$ cat src/hw/rtl/utf8n_pkg.sv
// Package for the UTF-8 text normalizer.
// Holds the result group type passed from the decoder to the output queue,
// and the reset and sizing constants. No dependencies.
package utf8n_pkg;

	// Reset value of the character limit register.
	localparam logic [7:0] MAX_CHARS_RESET = 8'd20;

	// Default number of result groups the output queue holds.
	localparam int GROUP_DEPTH_DEFAULT = 4;

	// Most bytes one input beat can release: a pending space and a 4-byte character.
	localparam int GROUP_BYTES = 5;

	// All result beats released by one input beat, sent out one byte per beat.
	typedef struct packed {
		logic [GROUP_BYTES-1:0][7:0] bytes;
		logic [2:0]                  nbytes;    // 1 .. GROUP_BYTES
		logic                        has_byte;  // 0 for a bare end marker
		logic                        last;      // group closes the string
		logic                        empty;     // nothing kept in the string
	} utf8n_group_t;

	// Decoder to queue handoff.
	typedef struct packed {
		logic         push;
		utf8n_group_t group;
	} utf8n_push_t;

endpackage

$ cat src/hw/rtl/utf8n_decode.sv
// UTF-8 decode, filter and whitespace collapse for the text normalizer.
// Registers each input beat, updates the per-string state and hands a result
// group to the output queue for each beat that keeps a character or closes a string. Depends on utf8n_pkg.
module utf8n_decode
	import utf8n_pkg::*;
(
	input  logic        clk,
	input  logic        arst_n,
	input  logic        cfg_wr_en,
	input  logic [7:0]  cfg_wr_data,
	input  logic        in_valid,
	output logic        in_ready,
	input  logic [7:0]  in_byte,
	input  logic        in_last,
	input  logic        queue_full,
	output utf8n_push_t push
);

	localparam logic [7:0]  ASCII_SPACE = 8'h20;
	localparam logic [20:0] CP_DEL      = 21'h7F;
	localparam logic [20:0] CP_C0_END   = 21'h20;
	localparam logic [20:0] CP_SURR_LO  = 21'hD800;
	localparam logic [20:0] CP_SURR_HI  = 21'hDFFF;
	localparam logic [20:0] CP_MAX      = 21'h10FFFF;

	function automatic logic is_space_cp(input logic [20:0] cp);
		return cp == 21'h20 || (cp >= 21'h09 && cp <= 21'h0D) || cp == 21'h85 ||
		       cp == 21'hA0 || cp == 21'h1680 || (cp >= 21'h2000 && cp <= 21'h200A) ||
		       cp == 21'h2028 || cp == 21'h2029 || cp == 21'h202F ||
		       cp == 21'h205F || cp == 21'h3000;
	endfunction

	logic [7:0]       max_chars_q;
	logic             valid_s1;
	logic [7:0]       byte_s1;
	logic             last_s1;
	logic             advance;

	logic [3:0][7:0]  seq_bytes_q, cur_bytes;
	logic [2:0]       seq_len_q, seq_len_n;
	logic [2:0]       seq_pos_q, seq_pos_n;
	logic [20:0]      acc_q, acc_n;
	logic             pend_q, pend_n;
	logic             after_q, after_n;
	logic [7:0]       count_q, count_n;
	logic             kept_q, kept_n;

	logic             have_char, bad_seq, emit;
	logic [20:0]      char_cp;
	logic [2:0]       char_n;
	utf8n_group_t     grp;

	assign advance  = valid_s1 && !queue_full;
	assign in_ready = !valid_s1 || advance;

	always_ff @(posedge clk or negedge arst_n) begin
		if (!arst_n) begin
			max_chars_q <= MAX_CHARS_RESET;
		end else if (cfg_wr_en) begin
			max_chars_q <= cfg_wr_data;
		end
	end

	always_ff @(posedge clk or negedge arst_n) begin
		if (!arst_n) begin
			valid_s1 <= 1'b0;
		end else if (in_ready) begin
			valid_s1 <= in_valid;
		end
	end

	always_ff @(posedge clk) begin
		if (in_ready && in_valid) begin
			byte_s1 <= in_byte;
			last_s1 <= in_last;
		end
	end

	always_comb begin
		cur_bytes = seq_bytes_q;
		seq_len_n = seq_len_q;
		seq_pos_n = seq_pos_q;
		acc_n     = acc_q;
		have_char = 1'b0;
		bad_seq   = 1'b0;
		char_cp   = '0;
		char_n    = 3'd0;

		if (seq_len_q != 3'd0 && byte_s1[7:6] == 2'b10) begin
			// Continuation byte of an open sequence.
			cur_bytes[seq_pos_q[1:0]] = byte_s1;
			acc_n     = {acc_q[14:0], byte_s1[5:0]};
			seq_pos_n = seq_pos_q + 3'd1;
			if (seq_pos_n >= seq_len_q) begin
				bad_seq = (seq_len_q == 3'd2 && acc_n < 21'h80) ||
				          (seq_len_q == 3'd3 && acc_n < 21'h800) ||
				          (seq_len_q == 3'd4 && acc_n < 21'h10000) ||
				          (acc_n >= CP_SURR_LO && acc_n <= CP_SURR_HI) ||
				          acc_n > CP_MAX;
				seq_len_n = 3'd0;
				seq_pos_n = 3'd0;
				have_char = !bad_seq;
				char_cp   = acc_n;
				char_n    = seq_len_q;
			end
		end else begin
			// No sequence open, or a broken one: the byte starts afresh.
			seq_len_n    = 3'd0;
			seq_pos_n    = 3'd0;
			cur_bytes[0] = byte_s1;
			priority if (!byte_s1[7]) begin
				have_char = 1'b1;
				char_cp   = {13'd0, byte_s1};
				char_n    = 3'd1;
			end else if (byte_s1[7:5] == 3'b110) begin
				seq_len_n = 3'd2;
				seq_pos_n = 3'd1;
				acc_n     = {16'd0, byte_s1[4:0]};
			end else if (byte_s1[7:4] == 4'b1110) begin
				seq_len_n = 3'd3;
				seq_pos_n = 3'd1;
				acc_n     = {17'd0, byte_s1[3:0]};
			end else if (byte_s1[7:3] == 5'b11110) begin
				seq_len_n = 3'd4;
				seq_pos_n = 3'd1;
				acc_n     = {18'd0, byte_s1[2:0]};
			end else begin
				// Stray continuation or invalid lead: dropped.
			end
		end
	end

	always_comb begin
		pend_n  = pend_q;
		after_n = after_q;
		count_n = count_q;
		kept_n  = kept_q;
		emit    = 1'b0;
		if (have_char) begin
			if (is_space_cp(char_cp)) begin
				if (!after_q && count_q < max_chars_q) begin
					pend_n  = 1'b1;
					after_n = 1'b1;
					count_n = count_q + 8'd1;
				end
			end else if (!(char_cp < CP_C0_END || char_cp == CP_DEL) &&
			             count_q < max_chars_q) begin
				emit    = 1'b1;
				pend_n  = 1'b0;
				after_n = 1'b0;
				count_n = count_q + 8'd1;
				kept_n  = 1'b1;
			end
		end
	end

	always_comb begin
		grp          = '0;
		grp.has_byte = emit;
		grp.last     = last_s1;
		grp.empty    = last_s1 && !kept_n;
		if (emit) begin
			if (pend_q) begin
				grp.bytes[0] = ASCII_SPACE;
				for (int i = 1; i < GROUP_BYTES; i++) begin
					grp.bytes[i] = cur_bytes[i-1];
				end
				grp.nbytes = char_n + 3'd1;
			end else begin
				for (int i = 0; i < GROUP_BYTES - 1; i++) begin
					grp.bytes[i] = cur_bytes[i];
				end
				grp.nbytes = char_n;
			end
		end else begin
			// Bare end marker when the closing beat releases nothing.
			grp.nbytes = 3'd1;
		end
		push.push  = advance && (emit || last_s1);
		push.group = grp;
	end

	always_ff @(posedge clk) begin
		if (advance) begin
			seq_bytes_q <= cur_bytes;
		end
	end

	always_ff @(posedge clk or negedge arst_n) begin
		if (!arst_n) begin
			seq_len_q <= 3'd0;
			seq_pos_q <= 3'd0;
			acc_q     <= '0;
			pend_q    <= 1'b0;
			after_q   <= 1'b1;
			count_q   <= 8'd0;
			kept_q    <= 1'b0;
		end else if (advance) begin
			if (last_s1) begin
				seq_len_q <= 3'd0;
				seq_pos_q <= 3'd0;
				acc_q     <= '0;
				pend_q    <= 1'b0;
				after_q   <= 1'b1;
				count_q   <= 8'd0;
				kept_q    <= 1'b0;
			end else begin
				seq_len_q <= seq_len_n;
				seq_pos_q <= seq_pos_n;
				acc_q     <= acc_n;
				pend_q    <= pend_n;
				after_q   <= after_n;
				count_q   <= count_n;
				kept_q    <= kept_n;
			end
		end
	end

endmodule

$ cat src/hw/rtl/utf8n_group_fifo.sv
// Output queue of result groups for the UTF-8 text normalizer.
// Stores whole groups and sends them out one byte per beat.
// Depends on utf8n_pkg.
module utf8n_group_fifo
	import utf8n_pkg::*;
#(
	parameter int DEPTH = GROUP_DEPTH_DEFAULT
) (
	input  logic        clk,
	input  logic        arst_n,
	input  utf8n_push_t push,
	output logic        full,
	output logic        out_valid,
	input  logic        out_ready,
	output logic [7:0]  out_byte,
	output logic        out_has_byte,
	output logic        out_last,
	output logic        out_empty
);

	localparam int PTR_W = $clog2(DEPTH);
	localparam int CNT_W = $clog2(DEPTH + 1);

	utf8n_group_t          mem [DEPTH];
	logic [PTR_W-1:0]      wr_ptr_q, rd_ptr_q;
	logic [CNT_W-1:0]      count_q;
	logic [2:0]            idx_q;
	utf8n_group_t          head;
	logic                  final_byte, pop;

	assign head       = mem[rd_ptr_q];
	assign full       = count_q == CNT_W'(DEPTH);
	assign out_valid  = count_q != '0;
	assign final_byte = idx_q == head.nbytes - 3'd1;
	assign pop        = out_valid && out_ready && final_byte;

	assign out_byte     = head.bytes[idx_q];
	assign out_has_byte = head.has_byte;
	assign out_last     = head.last && final_byte;
	assign out_empty    = head.empty && final_byte;

	always_ff @(posedge clk) begin
		if (push.push) begin
			mem[wr_ptr_q] <= push.group;
		end
	end

	always_ff @(posedge clk or negedge arst_n) begin
		if (!arst_n) begin
			wr_ptr_q <= '0;
			rd_ptr_q <= '0;
			count_q  <= '0;
			idx_q    <= 3'd0;
		end else begin
			if (push.push) begin
				wr_ptr_q <= (wr_ptr_q == PTR_W'(DEPTH - 1)) ? '0 : wr_ptr_q + PTR_W'(1);
			end
			if (pop) begin
				rd_ptr_q <= (rd_ptr_q == PTR_W'(DEPTH - 1)) ? '0 : rd_ptr_q + PTR_W'(1);
			end
			if (push.push && !pop) begin
				count_q <= count_q + CNT_W'(1);
			end else if (pop && !push.push) begin
				count_q <= count_q - CNT_W'(1);
			end
			if (out_valid && out_ready) begin
				idx_q <= final_byte ? 3'd0 : idx_q + 3'd1;
			end
		end
	end

endmodule

$ cat src/hw/rtl/utf8_text_normalizer.sv
// Top level of the UTF-8 text normalizer.
// Connects the decode stage to the output group queue.
// Depends on utf8n_pkg, utf8n_decode and utf8n_group_fifo.
//
//   channel  direction  beat contents
//   s_axis   in         tdata[7:0] raw byte, tlast end of string
//   m_axis   out        tdata[7:0] byte, tuser[0] has byte, tuser[1] empty, tlast
//   cfg      in         cfg_wr_data: character limit, written when cfg_wr_en
//
// One input beat is taken per cycle while the group queue is not full. A taken
// byte is held and decoded in the input register, and its group is then written
// into the queue, from which its first output beat is read.
// The group of one input beat holds up to five bytes (a pending space and a
// four-byte character), sent one byte per cycle while m_axis_tready is high.
// Input stalls only when the group queue (GROUP_DEPTH groups) is full.
// Reset clears the per-string state and sets the limit to 20 characters.
module utf8_text_normalizer
	import utf8n_pkg::*;
#(
	parameter int GROUP_DEPTH = GROUP_DEPTH_DEFAULT
) (
	input  logic       clk,
	input  logic       arst_n,
	input  logic       cfg_wr_en,
	input  logic [7:0] cfg_wr_data,
	input  logic       s_axis_tvalid,
	output logic       s_axis_tready,
	input  logic [7:0] s_axis_tdata,   // [7:0] in_byte
	input  logic       s_axis_tlast,
	output logic       m_axis_tvalid,
	input  logic       m_axis_tready,
	output logic [7:0] m_axis_tdata,   // [7:0] out_byte
	output logic [1:0] m_axis_tuser,   // [0] out_has_byte, [1] out_empty
	output logic       m_axis_tlast
);

	utf8n_push_t push;
	logic        queue_full;

	utf8n_decode u_decode (
		.clk        (clk),
		.arst_n     (arst_n),
		.cfg_wr_en  (cfg_wr_en),
		.cfg_wr_data(cfg_wr_data),
		.in_valid   (s_axis_tvalid),
		.in_ready   (s_axis_tready),
		.in_byte    (s_axis_tdata),
		.in_last    (s_axis_tlast),
		.queue_full (queue_full),
		.push       (push)
	);

	utf8n_group_fifo #(
		.DEPTH(GROUP_DEPTH)
	) u_fifo (
		.clk         (clk),
		.arst_n      (arst_n),
		.push        (push),
		.full        (queue_full),
		.out_valid   (m_axis_tvalid),
		.out_ready   (m_axis_tready),
		.out_byte    (m_axis_tdata),
		.out_has_byte(m_axis_tuser[0]),
		.out_last    (m_axis_tlast),
		.out_empty   (m_axis_tuser[1])
	);

endmodule
$ cat config.mk
export PLATFORM = sky130hd
export DESIGN_NAME = utf8_text_normalizer
export DESIGN_NICKNAME = d
export VERILOG_FILES = /design/src/hw/rtl/utf8n_pkg.sv /design/src/hw/rtl/utf8n_decode.sv /design/src/hw/rtl/utf8n_group_fifo.sv /design/src/hw/rtl/utf8_text_normalizer.sv
export SDC_FILE = /design/constraint.sdc
export NUM_CORES = 1
export LEC_CHECK = 0
export BUFFER_PORTS_ARGS = -buffer_cell sky130_fd_sc_hd__buf_2
export CAP_MARGIN = 25
export CORE_MARGIN = 3
export CORE_UTILIZATION = 50
export CTS_CLUSTER_SIZE = 12
export DETAILED_ROUTE_END_ITERATION = 16
export HOLD_SLACK_MARGIN = 0.12
export PLACE_DENSITY_LB_ADDON = 0.1
export SYNTH_ARGS = -nofsm -noshare
export SYNTH_HDL_FRONTEND = slang
export SYNTH_SLANG_ARGS = --single-unit
$ cat constraint.sdc
create_clock -name clk -period 4.35 [get_ports clk]
set_clock_uncertainty 0.15 [all_clocks]
set_input_delay 0.435 -clock clk [delete_from_list [all_inputs] [get_ports clk]]
set_output_delay 0.435 -clock clk [all_outputs]
set_load 0.02 [all_outputs]
## After elaboration in Yosys (flattened, before gate mapping)

Memory sizes are Yosys's and may differ from the RTL's.
Cells that the tools add are included.

| cells by class | value |
|---|---|
| magnitude comparators | 16 |
| reductions and logical operators | 55 |
| equal/unequal tests | 23 |
| add/sub/neg operators | 9 |
| muxes and demuxes | 65 |

Operators with widths:

| kind | number |
|---|---|
| $eq 21x14->1 const B | 5 |
| $mux 15 | 6 |
| $mux 8 | 9 |
| $mux 3 | 19 |
| $eq 21x8->1 const B | 2 |
| $mux 21 | 2 |
| $mux 40 | 1 |
| $mux 35 | 1 |
| $bwmux 32 | 1 |
| $bmux 8 s3 | 1 |
| $mux 24 | 1 |
| $eq 21x13->1 const B | 1 |
| $eq 21x6->1 const B | 1 |
| $eq 21x7->1 const B | 1 |
| $ge 21x14->1 const B | 1 |
| $ge 21x16->1 const B | 1 |
| $ge 21x4->1 const B | 1 |
| $gt 21x21->1 const B | 1 |
| $le 21x14->1 const B | 1 |
| $le 21x16->1 const B | 1 |
| $le 21x4->1 const B | 1 |
| $lt 21x12->1 const B | 1 |
| $lt 21x17->1 const B | 1 |
| $lt 21x6->1 const B | 1 |
| 30 further kinds | 107 |

| word-level totals | value |
|---|---|
| input port bits | 22 |
| flip-flop bits (word level) | 92 |
| output and inout port bits | 13 |
| memories kept | 1 |
| logic and storage cells | 188 |
| RAM bits | 184 |

Memories:

| memory | words | width | rd ports | clocked after Yosys merged registers in | write ports | RTL line | source |
|---|---|---|---|---|---|---|---|
| u_fifo.mem | 4 | 46 | 1 | 0 | 1 | utf8n_group_fifo.sv:24 | `utf8n_group_t mem [DEPTH];` |

## Longest topological paths before layout

Gate-level depths: netlist (run 1).

| depth | value |
|---|---|
| depth in word-level cells | 24 |
| depth in mapped cells | 18 |
| gate-level depth less buffers | 17 |

## By module

Synthesis (run 1) repeated with hierarchy kept, for this count alone.

| unflattened totals | value |
|---|---|
| cell total of the unflattened synthesis | 888 |
| area, all modules | 12500.7 µm² |

By module, submodules not included:

| module | instances | area each (µm²) | cells each |
|---|---|---|---|
| utf8n_group_fifo | 1 | 7636.1 | 360 |
| utf8n_decode | 1 | 4864.7 | 528 |

## Worst setup path after synthesis (run 1)

No wires, ideal clock.

| path | value |
|---|---|
| kind | reg-to-reg |
| from | register u_decode.seq_pos_q[0] |
| to | memory u_fifo.mem[0][0] (netlist name) (enable) |
| arrival | 4224 ps |
| cell stages (with the launch flop) | 14 |
| data required time | 3792 ps |
| library setup time | 408 ps |
| slack | -433 ps |
| path buffers | 1 |
| path through | dfrtp_1 ha_1 xor2_1 ha_1 nand2_1 o21a_1 o311a_1 o311ai_1 o41a_1 nand3_2 or3_1 buf_2 a21oi_4 and2_1 |

RTL lines:

| item | RTL line | source |
|---|---|---|
| from (decl) | utf8n_decode.sv:41 | `logic [2:0] seq_pos_q, seq_pos_n;` |
| from (signal assigned) | utf8n_decode.sv:209 | `seq_pos_q <= seq_pos_n;` |
| to (decl) | utf8n_group_fifo.sv:24 |  |

==> qor.yml, run 1 <==
place_congestion: 0.942
worstMarginPinSlew_ps: 949
rsz0062_at_grt: "false"
min_period_ps: 4150
cp.arrival_ps: 4460
synth-compound-area-share_pct: 6.52
wirelength_um: 27900
synthArstFlopShare_pct: 18.5
drc: 0
drive_gt1_share_pct: 19.9
die_area_sq_um: 26700
fp.dieH_um: 163
wl_met2_um: 14300
synth_top_family_by_area: "multiplexers"
final_cells: 1310
internal_power_mw: 6.07
maxCapViolations: 0
vias: 7700
syn-num-nets: 937
synth_xor_area_share_pct: 0.918
synth_area_sq_um: 12400
postSynthCellCount: 890
drt-met1-wl_um: 11300
wl_per_cell_um: 21.3
ctsLongestPathBuffers: 3
power_density_nw_per_um2: 623
n_antenna_cell: 0
grt_use_total_pct: 21.5
p_clk_share_pct: 26.4
min_period_over_period_pct: 95.4
ys_ff_latch: 276
power_frac_seq_pct: 42.0
cts_root_buffer: "clkbuf_16"
max_freq_mhz: 241
ir_drop_uv: 497
synth_edf_count: 225
grt_pass1_vias: 7992
syn2layout_area_growth_pct: 15.9
switchingPower_mw: 2.88
cp.required_ps: 4660
synth_ff_type: "edfxtp_1"
overflow: 0
fill_cells: 1838
avgSynthCellArea_sq_um: 13.9
placed_cells: 1228
muxShareOfSynthArea_pct: 11.9
ant_nets: 0
startpoint_type: "register"
fin_nets: 1022
status: "complete, no violations"
worstSkewPairLatency_ps: 540
crit_path_end_kind: "register"
io-pin-count: 35
slew_headroom_pct: 36.2
grt_max_degree: 52
synthAdderAreaFrac_pct: 2.58
grt_pass1_wl_um: 44300
hold_viol: 0
first_pass_iters: 5
seq_area_frac_synth_pct: 64.8
timing.setup.tns_ps: 0
swShare_pct: 32.2
hp-class: "in2reg"
port_buffers: 34
yosys.area_share.simple_pct: 10.5
yosysWarningCount: 0
numCtsBuffers: 29
totalPowerFinal_mw: 8.95
die_w_um: 163
clk_pin_slew_ps: 60
rows: 56
highest_layer: "met4"
crit_fanout: 4
vias_per_cell: 5.88
setup_viol: 0
drtIter0Drc: 604
start_util_pct: 51.9
p_leak_nw: 5.23
combPwrFrac_pct: 31.6
cts.sinks: 276
slew_viol_final: 0
wl_met3_um: 1610
htreeDepth: 1
critical_path_class: "reg2reg"
coreArea_sq_um: 23900
antenna_found_initial: 0
cts_tree: "yes"
dp_hpwl_um: 17700
synth.distinct_cells: 66
worst max-delay path: stages, from the launching register on:
cell and delay [ps]:
dfrtp_1 420, ha_2 230, xor2_2 160, ha_1 310, nand2_1 70, o21a_1 190
o311a_1 360, o311ai_2 260, o41a_1 220, nand3_2 90, or3_4 410, a21oi_4 190
ha_4 160, inv_1 40, fa_1 370, xor2_1 170, nor2_1 110, xor2_1 150
per-stage QoR:
step           worst slack, ps  util, %  hold WS [ps]  area [sq um]
3_5_place_dp              51.8     54.7           335         13100
4_1_cts                   24.6     59.9           148         14300
6_report                   202     60.2           188         14400
5_1_grt                   7.35     60.2           202         14400
2_1_floorplan             40.8        -         -10.6         12400
3_3_place_gp               110     54.7           325         13100
per-layer routing:
layer | global-route usage (%) | vias up
met2 | 37.7 | 262
met5 | 0 | -
met4 | 5.84 | 0
met3 | 2.87 | 53
li1 | - | 3514
met1 | 28.3 | 3871
power by group through the flow:
stage	Sequential, mW	Clock, mW	Combinational (mW)
2_1_floorplan	3.68	0	2.05
3_3_place_gp	3.78	0	2.77
3_5_place_dp	3.81	0	2.83
4_1_cts	3.76	2.41	2.86
5_1_grt	3.81	2.53	3.12
6_report	3.76	2.36	2.83
state kept, by name, summed over array words and instances, names as in the netlist:
register / cells
u_decode.acc_q: 15
u_decode.count_q: 8
u_fifo.idx_q: 3
u_decode.seq_len_q: 3
u_fifo.rd_ptr_q: 2
u_decode.max_chars_q: 8
u_decode.pend_q: 1
u_decode.seq_pos_q: 3
u_decode.seq_bytes_q: 32
u_fifo.wr_ptr_q: 2
u_decode.byte_s1: 8
u_decode.after_q: 1
u_decode.kept_q: 1
u_fifo.count_q: 3
u_fifo.mem: 184
u_decode.valid_s1: 1
u_decode.last_s1: 1
cell usage in the layout, fill, tap and decap left out, types with 17 or more instances in the layout:
cell           instances
mux2_2                17
dlygate4sd3_1         34
buf_2                 34
clkbuf_16             29
buf_4                 28
ha_1                  22
mux2i_1               23
nor2_1                84
inv_1                 33
dfrtp_1               46
o21ai_0               50
nand2_1               90
edfxtp_1             225
nor3_1                24
mux4_2                46
a21oi_1               20
cells in the mapped netlist (6+ instances only):
| master | n | share of area [%] |
|---|---|---|
| a211oi_1 | 6 | 0.36 |
| a21oi_1 | 21 | 0.85 |
| and2_1 | 9 | 0.45 |
| and3_1 | 8 | 0.40 |
| buf_1 | 7 | 0.21 |
| clkbuf_1 | 32 | 0.97 |
| dfrtp_1 | 48 | 9.7 |
| edfxtp_1 | 225 | 54 |
| ha_1 | 24 | 2.4 |
| inv_1 | 33 | 1.0 |
| mux2_2 | 17 | 1.5 |
| mux2i_1 | 23 | 1.9 |
| mux4_2 | 46 | 8.4 |
| nand2_1 | 91 | 2.8 |
| nand2b_1 | 10 | 0.50 |
| nand3_1 | 8 | 0.32 |
| nand4_1 | 7 | 0.35 |
| nor2_1 | 86 | 2.6 |
| nor2b_1 | 11 | 0.56 |
| nor3_1 | 24 | 0.97 |
| nor4_1 | 7 | 0.35 |
| o21ai_0 | 51 | 2.1 |
| or3_1 | 7 | 0.35 |
| xnor2_1 | 7 | 0.49 |
| xor2_1 | 6 | 0.42 |
area by class of cell:
class                      instances  area [sq um]  area share [%]
clock inverter                     8           131           0.914
inverter                          34           128           0.888
sequential                       276          8040            55.9
tap                              319           399            2.78
clock buffer                      39           773            5.38
multi-input combinational        533          4090            28.4
timing repair buffer             101           821            5.71
cell families (layout without fill, tap and decap cells):
kind of cell | Yosys count | count (layout)
AND/OR/NAND/NOR | 281 | 281
flip-flops | 276 | 276
AO/OA/AOI/OAI | 126 | 126
multiplexers | 88 | 88
buffers and inverters | 81 | 182
adder cells (fa/ha/maj) | 25 | 25
XOR/XNOR | 13 | 13
worst paths after layout:
check	from	endpoint	slack, ps	depth (start not counted)
max in group asynchronous	arst_n	u_fifo.rd_ptr_q[1]	3160	3
setup reg to reg	u_decode.seq_pos_q[0]	u_fifo.count_q[2]	200	17
min in group asynchronous	arst_n	u_decode.max_chars_q[3]	410	3
hold / removal	cfg_wr_en	u_decode.max_chars_q[0]	190	2
hold reg to reg	u_decode.kept_q	u_decode.kept_q	350	1
setup / recovery	u_decode.seq_pos_q[0]	u_fifo.count_q[2]	200	17
repair_timing:
action,CTS,global route
setup endpoints to repair,0,205
hold endpoints to repair,69,0
resized for setup,0,12
setup buffers,0,1
hold buffers,34,0
No activity file was read; power rests on OpenSTA's default activity.
==> run 2: changes to the inputs <==
--- a/config.mk
+++ b/config.mk
@@ -12,7 +12,7 @@
 export CTS_CLUSTER_SIZE = 12
 export DETAILED_ROUTE_END_ITERATION = 16
 export HOLD_SLACK_MARGIN = 0.12
-export PLACE_DENSITY_LB_ADDON = 0.1
+export PLACE_DENSITY = 0.69
 export SYNTH_ARGS = -nofsm -noshare
 export SYNTH_HDL_FRONTEND = slang
 export SYNTH_SLANG_ARGS = --single-unit
==> run 2 against run 1 <==
Compared with the run above:
- combinational power hardly changed
- setup slack lost 11 ps
- die area unchanged
- fmax fell by 0.26%
- sequential power about the same
- clock power fell by 4%
- critical path depth is the same
- non-clock buffer count grew 2
- final area shrank 0.27%
- wire length fell by 4.7%
==> qor.yml, run 2 (synthesis gave the netlist of run 1 again) <==
status: "complete, no violations"
grt_pass1_vias: 7741  # -3.1%
hp-class: "in2reg"
startpoint_type: "register"
r2r_cells: 17  # unchanged
p_leak_nw: 5.23  # about the same
fin_nets: 1024  # +0.20%
rows: 56  # unchanged
setup_viol: 0  # unchanged
io-pin-count: 35  # unchanged
holdPathStages: 2  # unchanged
worstSkewPairLatency_ps: 550  # about the same
final_util_pct: 60.0  # -0.16 points
critical_path_class: "reg2reg"
place_congestion: 0.931  # -1.2%
ff2ff_setup_slack_ps: 190  # about the same
antenna_found_initial: 0  # unchanged
grt_max_degree: 52  # unchanged
start_util_pct: 51.9  # unchanged
maxCapViolations: 0  # unchanged
wl_per_cell_um: 20.2  # -5.3%
hold_end: "u_decode.max_chars_q[0]"
largest_register: "u_fifo.mem"
switchingPower_mw: 2.89  # +0.27%
cp.arrival_ps: 4480  # +20 ps
internal_power_mw: 5.95  # -2.0%
crit_path_end_kind: "register"
cp.required_ps: 4670  # about the same
hold_viol: 0  # unchanged
overflow: 0  # unchanged
combPwrFrac_pct: 32.1  # +0.5 points
layout.cells.most_common_list: "edfxtp_1, nand2_1, nor2_1, o21ai_0, mux4_2"
grt_use_total_pct: 20.5  # -0.92 points
fp.dieH_um: 163  # unchanged
n_antenna_cell: 0  # unchanged
port_buffers: 34  # unchanged
vias: 7570  # -1.7%
worstMarginPinSlew_ps: 845  # -104 ps
hp-start: "cfg_wr_en"
numCtsBuffers: 29  # unchanged
worst_r2r_endpoint: "u_fifo.count_q[2]"
vias_per_cell: 5.74  # -2.4%
ctsLongestPathBuffers: 3  # unchanged
syn2layout_area_growth_pct: 15.6
die_area_sq_um: 26700  # unchanged
htreeDepth: 1  # unchanged
final_common_cell: "edfxtp_1"
wirelength_um: 26600  # -4.7%
ant_nets: 0  # unchanged
crit_fanout: 4  # unchanged
drtIter0Drc: 631  # +4.5%
min_period_over_period_pct: 95.6  # +0.25 points
cts_root_buffer: "clkbuf_16"
die_w_um: 163  # unchanged
coreArea_sq_um: 23900  # unchanged
slew_viol_final: 0  # unchanged
min_period_ps: 4160  # +10.7 ps
slew_headroom_pct: 43.7  # +7.5 points
swShare_pct: 32.7  # +0.51 points
power_density_nw_per_um2: 617  # -1.0%
ir_drop_uv: 488  # -1.9%
grt_pass1_wl_um: 42900  # -3.0%
largestRegisters: "u_fifo.mem x184, u_decode.seq_bytes_q x32, u_decode.acc_q x15"
largest_reg_flops: 184  # unchanged
p_clk_share_pct: 25.6  # -0.8 points
drc: 0  # unchanged
dp_hpwl_um: 16600  # -5.9%
totalPowerFinal_mw: 8.84  # -1.3%
clk_pin_slew_ps: 70  # about the same
r2r-start: "u_decode.seq_pos_q[0]"
first_pass_iters: 7  # +2
power_frac_seq_pct: 42.3  # +0.3 points
max_freq_mhz: 240  # -0.26%
cts_tree: "yes"
cts.sinks: 276  # unchanged
drive_gt1_share_pct: 19.5  # -0.38 points
-- run 2: critical path: stages, from the launching register on --
cell and delay (ps):
dfrtp_2 430, ha_1 230, xor2_1 190, ha_1 320, nand2_1 70, o21a_1 190
o311a_1 360, o311ai_2 270, o41a_1 220, nand3_2 80, or3_4 410, a21oi_4 190
ha_4 160, inv_1 50, fa_1 370, xor2_1 160, nor2_1 110, xor2_1 150
-- run 2: layer usage --
layer	global-route usage [%]	routed length (um)	part of all wire (%)
met5	0	0	0
met4	4.15	428	1.6
met3	2.64	1480	5.5
met2	34.9	13100	49
met1	28.9	11600	44
-- run 2: worst max path at each step --
stage / end / slack [ps] / start
finish: u_fifo.count_q[2] / 190 / u_decode.seq_pos_q[0]
global route: u_fifo.count_q[2] / -10 / u_decode.seq_pos_q[0]
CTS: u_fifo.count_q[2] / 30 / u_decode.seq_pos_q[0]
detailed placement: u_fifo.count_q[2] / -20 / u_decode.seq_pos_q[0]
global placement: u_fifo.count_q[2] / 100 / u_decode.seq_pos_q[0]
floorplan: u_fifo.count_q[2] / 40 / u_decode.seq_pos_q[0]
-- run 2: cell type report --
| class | instances | area (sq um) |
|---|---|---|
| fillers | 1823 | 9560 |
| flip-flops and latches | 276 | 8040 |
| multi-input cells | 533 | 4060 |
| repair buffers | 103 | 836 |
| clock buffers | 47 | 813 |
| well taps | 319 | 399 |
| inverters | 34 | 128 |
| clock inverters | 7 | 57.6 |
-- run 2: what timing repair did --
action	CTS	global route
hold buffers	34	0
hold endpoints to repair	68	0
setup buffers	0	2
pin swaps	0	2
resized for setup	1	6
setup endpoints to repair	1	63
-- run 2: power by group through the flow --
stage / Clock [mW] / Sequential, mW / Combinational [mW]
2_1_floorplan: 0 / 3.68 / 2.05
3_3_place_gp: 0 / 3.77 / 2.79
3_5_place_dp: 0 / 3.79 / 2.82
4_1_cts: 2.31 / 3.74 / 2.86
5_1_grt: 2.42 / 3.79 / 3.12
6_report: 2.26 / 3.74 / 2.84
-- run 2: metrics by stage --
stage / hold WS [ps] / setup slack (ps) / std cells / instance area (sq um) / setup TNS [ps]
after floorplan: -10.6 / 40.8 / 890 / 12400 / 0
after global placement: 324 / 99.3 / 1229 / 13100 / 0
after detailed placement: 340 / -18.3 / 1229 / 13100 / -18.3
after CTS: 160 / 31.0 / 1317 / 14300 / 0
after global routing: 191 / -9.86 / 1319 / 14300 / -9.86
final: 193 / 191 / 1319 / 14300 / 0
==> run 3: changes to the inputs <==
--- a/config.mk
+++ b/config.mk
@@ -6,13 +6,12 @@
 export NUM_CORES = 1
 export LEC_CHECK = 0
 export BUFFER_PORTS_ARGS = -buffer_cell sky130_fd_sc_hd__buf_2
-export CAP_MARGIN = 25
 export CORE_MARGIN = 3
 export CORE_UTILIZATION = 50
 export CTS_CLUSTER_SIZE = 12
 export DETAILED_ROUTE_END_ITERATION = 16
 export HOLD_SLACK_MARGIN = 0.12
-export PLACE_DENSITY = 0.69
+export PLACE_DENSITY = 0.75
 export SYNTH_ARGS = -nofsm -noshare
 export SYNTH_HDL_FRONTEND = slang
 export SYNTH_SLANG_ARGS = --single-unit
==> constraint.sdc (replaced) <==
create_clock -name clk -period 4.15 [get_ports clk]
set_clock_uncertainty 0.15 [all_clocks]
set_input_delay 0.415 -clock clk [delete_from_list [all_inputs] [get_ports clk]]
set_output_delay 0.415 -clock clk [all_outputs]
set_load 0.02 [all_outputs]
==> run 3 against run 2 <==
Compared with the run above:
- core utilization increased by 0.77 points
- critical endpoint unchanged
- hold slack worse by 28 ps
- combinational power grew 8.8%
- sequential power is 5% higher
- non-clock buffer count rose by 15
- wire length up 4.7%
- via count increased by 3.1%
- global-route usage increased by 0.42 points
- first-iteration DRC count grew 10%
- final area increased by 1.3%
- die area unchanged
==> qor.yml, run 3 (synthesis gave the netlist of run 1 again) <==
dp_hpwl_um: 16900  # +1.9%
ctsLongestPathBuffers: 3  # unchanged
r2r-start: "u_decode.seq_pos_q[1]"
hp-class: "in2reg"
holdPathStages: 2  # unchanged
placed_cells: 1236  # +0.57%
min_period_ps: 4130  # -33.4 ps
die_area_sq_um: 26700  # unchanged
highest_layer: "met4"
drt-met1-wl_um: 11700  # +1.5%
drtIter0Drc: 694  # +10%
slew_viol_final: 0  # unchanged
port_buffers: 34  # unchanged
worstMarginPinSlew_ps: 833  # -12.0 ps
maxCapViolations: 0  # unchanged
place_congestion: 0.935  # +0.42%
max_freq_mhz: 242  # +0.81%
cp.arrival_ps: 4440  # -40 ps
grt_max_degree: 47  # -9.6%
coreArea_sq_um: 23900  # unchanged
cts.sinks: 276  # unchanged
vias: 7808  # +3.1%
r2r_cells: 17  # unchanged
wl_met2_um: 13900  # +6.2%
timing.setup.tns_ps: 0  # unchanged
fin_nets: 1038  # +1.4%
n_antenna_cell: 0  # unchanged
power_density_nw_per_um2: 642  # +4.1%
cp_slowest_stage_delay_ps: 430  # about the same
overflow: 0  # unchanged
ant_nets: 0  # unchanged
numCtsBuffers: 28  # -3.4%
cts_root_buffer: "clkbuf_16"
slew_headroom_pct: 44.4  # +0.80 points
vias_per_cell: 5.89  # +2.6%
hold_viol: 0  # unchanged
wl_met3_um: 1710  # +16%
grt_use_total_pct: 21.0  # +0.42 points
start_util_pct: 51.9  # unchanged
ff2ff_setup_slack_ps: 20  # -170 ps
startpoint_type: "register"
worst_r2r_endpoint: "u_fifo.count_q[2]"
crit_path_end_kind: "register"
die_w_um: 163  # unchanged
antenna_found_initial: 0  # unchanged
first_pass_iters: 5  # -2
critical_path_class: "reg2reg"
regArea_sq_um: 8040  # about the same
drive_gt1_share_pct: 21.4  # +1.9 points
layout.cells.most_common_list: "edfxtp_1, nand2_1, nor2_1, o21ai_0"
min_period_over_period_pct: 99.4  # +3.8 points
cp.required_ps: 4460  # -210 ps
grt_pass1_wl_um: 43600  # +1.5%
fp.dieH_um: 163  # unchanged
largestRegisters: "u_fifo.mem x184, u_decode.seq_bytes_q x32, u_decode.acc_q x15"
hold_end: "u_decode.max_chars_q[0]"
grt_pass1_vias: 7939  # +2.6%
syn2layout_area_growth_pct: 17.1
ir_drop_uv: 383  # -21%
cpMaxStageDelayCell: "dfrtp_1"
clk_pin_slew_ps: 60  # about the same
final_common_cell: "edfxtp_1"
fill_cells: 1796  # -1.5%
crit_path_cell_trace: "ha_4 > xor2_2 > ha_1 > nand2_1 > o21a_2 > o311a_1 > o311ai_2 > o41a_1 > nand3_2 > or3_4 > a21oi_4 > ha_4 > inv_2 > fa_2 > xor2_1 > nor2_1 > xor2_1"
cts_tree: "yes"
largest_register: "u_fifo.mem"
htreeDepth: 1  # unchanged
io-pin-count: 35  # unchanged
totalPowerFinal_mw: 9.32  # +5.5%
drc: 0  # unchanged
worstSkewPairLatency_ps: 550  # about the same
p_leak_nw: 5.30  # +1.5%
status: "complete, no violations"
wl_per_cell_um: 21.0  # +4.2%
final_cells: 1326  # +0.53%
wirelength_um: 27900  # +4.7%
rows: 56  # unchanged
multi_input_area_sq_um: 4120  # +1.4%
largest_reg_flops: 184  # unchanged
setup_viol: 0  # unchanged
rsz0062_at_grt: "true"
crit_fanout: 3  # -1
hp-start: "cfg_wr_en"
[run 3: worst max path at each step]
stage	startpoint	end	slack (ps)	depth (start not counted)
CTS	u_decode.seq_pos_q[1]	u_fifo.count_q[2]	30	17
floorplan	u_decode.seq_pos_q[0]	u_fifo.mem[0][0]	3	13
global placement	u_decode.seq_pos_q[1]	u_fifo.count_q[2]	70	17
global route	u_decode.seq_pos_q[0]	u_fifo.count_q[2]	-140	17
detailed placement	u_decode.seq_pos_q[1]	u_fifo.count_q[2]	-10	17
finish	u_decode.seq_pos_q[1]	u_fifo.count_q[2]	20	17
[run 3: what timing repair did]
action	4_1_cts	5_1_grt
setup buffers	0	6
hold endpoints to repair	48	0
gates cloned	0	4
pin swaps	0	7
hold buffers	34	0
setup endpoints to repair	1	105
resized for setup	1	16
[run 3: stage by stage]
stage | utilization, % | cell area [sq um] | setup WS, ps | hold WS, ps
6_report | 60.8 | 14500 | 24.7 | 165
5_1_grt | 60.8 | 14500 | -137 | 182
4_1_cts | 59.9 | 14300 | 30.4 | 131
3_5_place_dp | 55.0 | 13100 | -14.9 | 334
3_3_place_gp | 55.0 | 13100 | 66.7 | 322
2_1_floorplan | - | 12400 | 2.57 | -30.6
[run 3: report_power, final]
part	total [mW]	leakage, nW	switching [mW]	internal (mW)
Sequential	3.92	2.76	0.248	3.67
Combinational	3.09	2.14	1.80	1.28
Clock	2.31	0.406	0.998	1.32
[run 3: final cells by class]
class,instances,area share (%)
clock inverters,4,0.302
flip-flops and latches,276,55.4
inverters,34,0.879
multi-input cells,533,28.4
clock buffers,42,5.47
repair buffers,118,6.86
well taps,319,2.75
[run 3: worst max-delay path: cells and delay by family, from the launching register on]
| kind | cells | cell delay (ps) |
|---|---|---|
| AND/OR/NAND/NOR | 4 | 650 |
| adder cells (fa/ha/maj) | 4 | 980 |
| AO/OA/AOI/OAI | 5 | 1330 |
| XOR/XNOR | 3 | 470 |
| buffers and inverters | 1 | 40 |
| flip-flops | 1 | 430 |
[run 3: routing by layer]
metal	up-vias	global-route usage, %
met4	0	4.73
met5	-	0
met1	3943	29.0
li1	3540	-
met2	285	35.7
met3	40	2.94
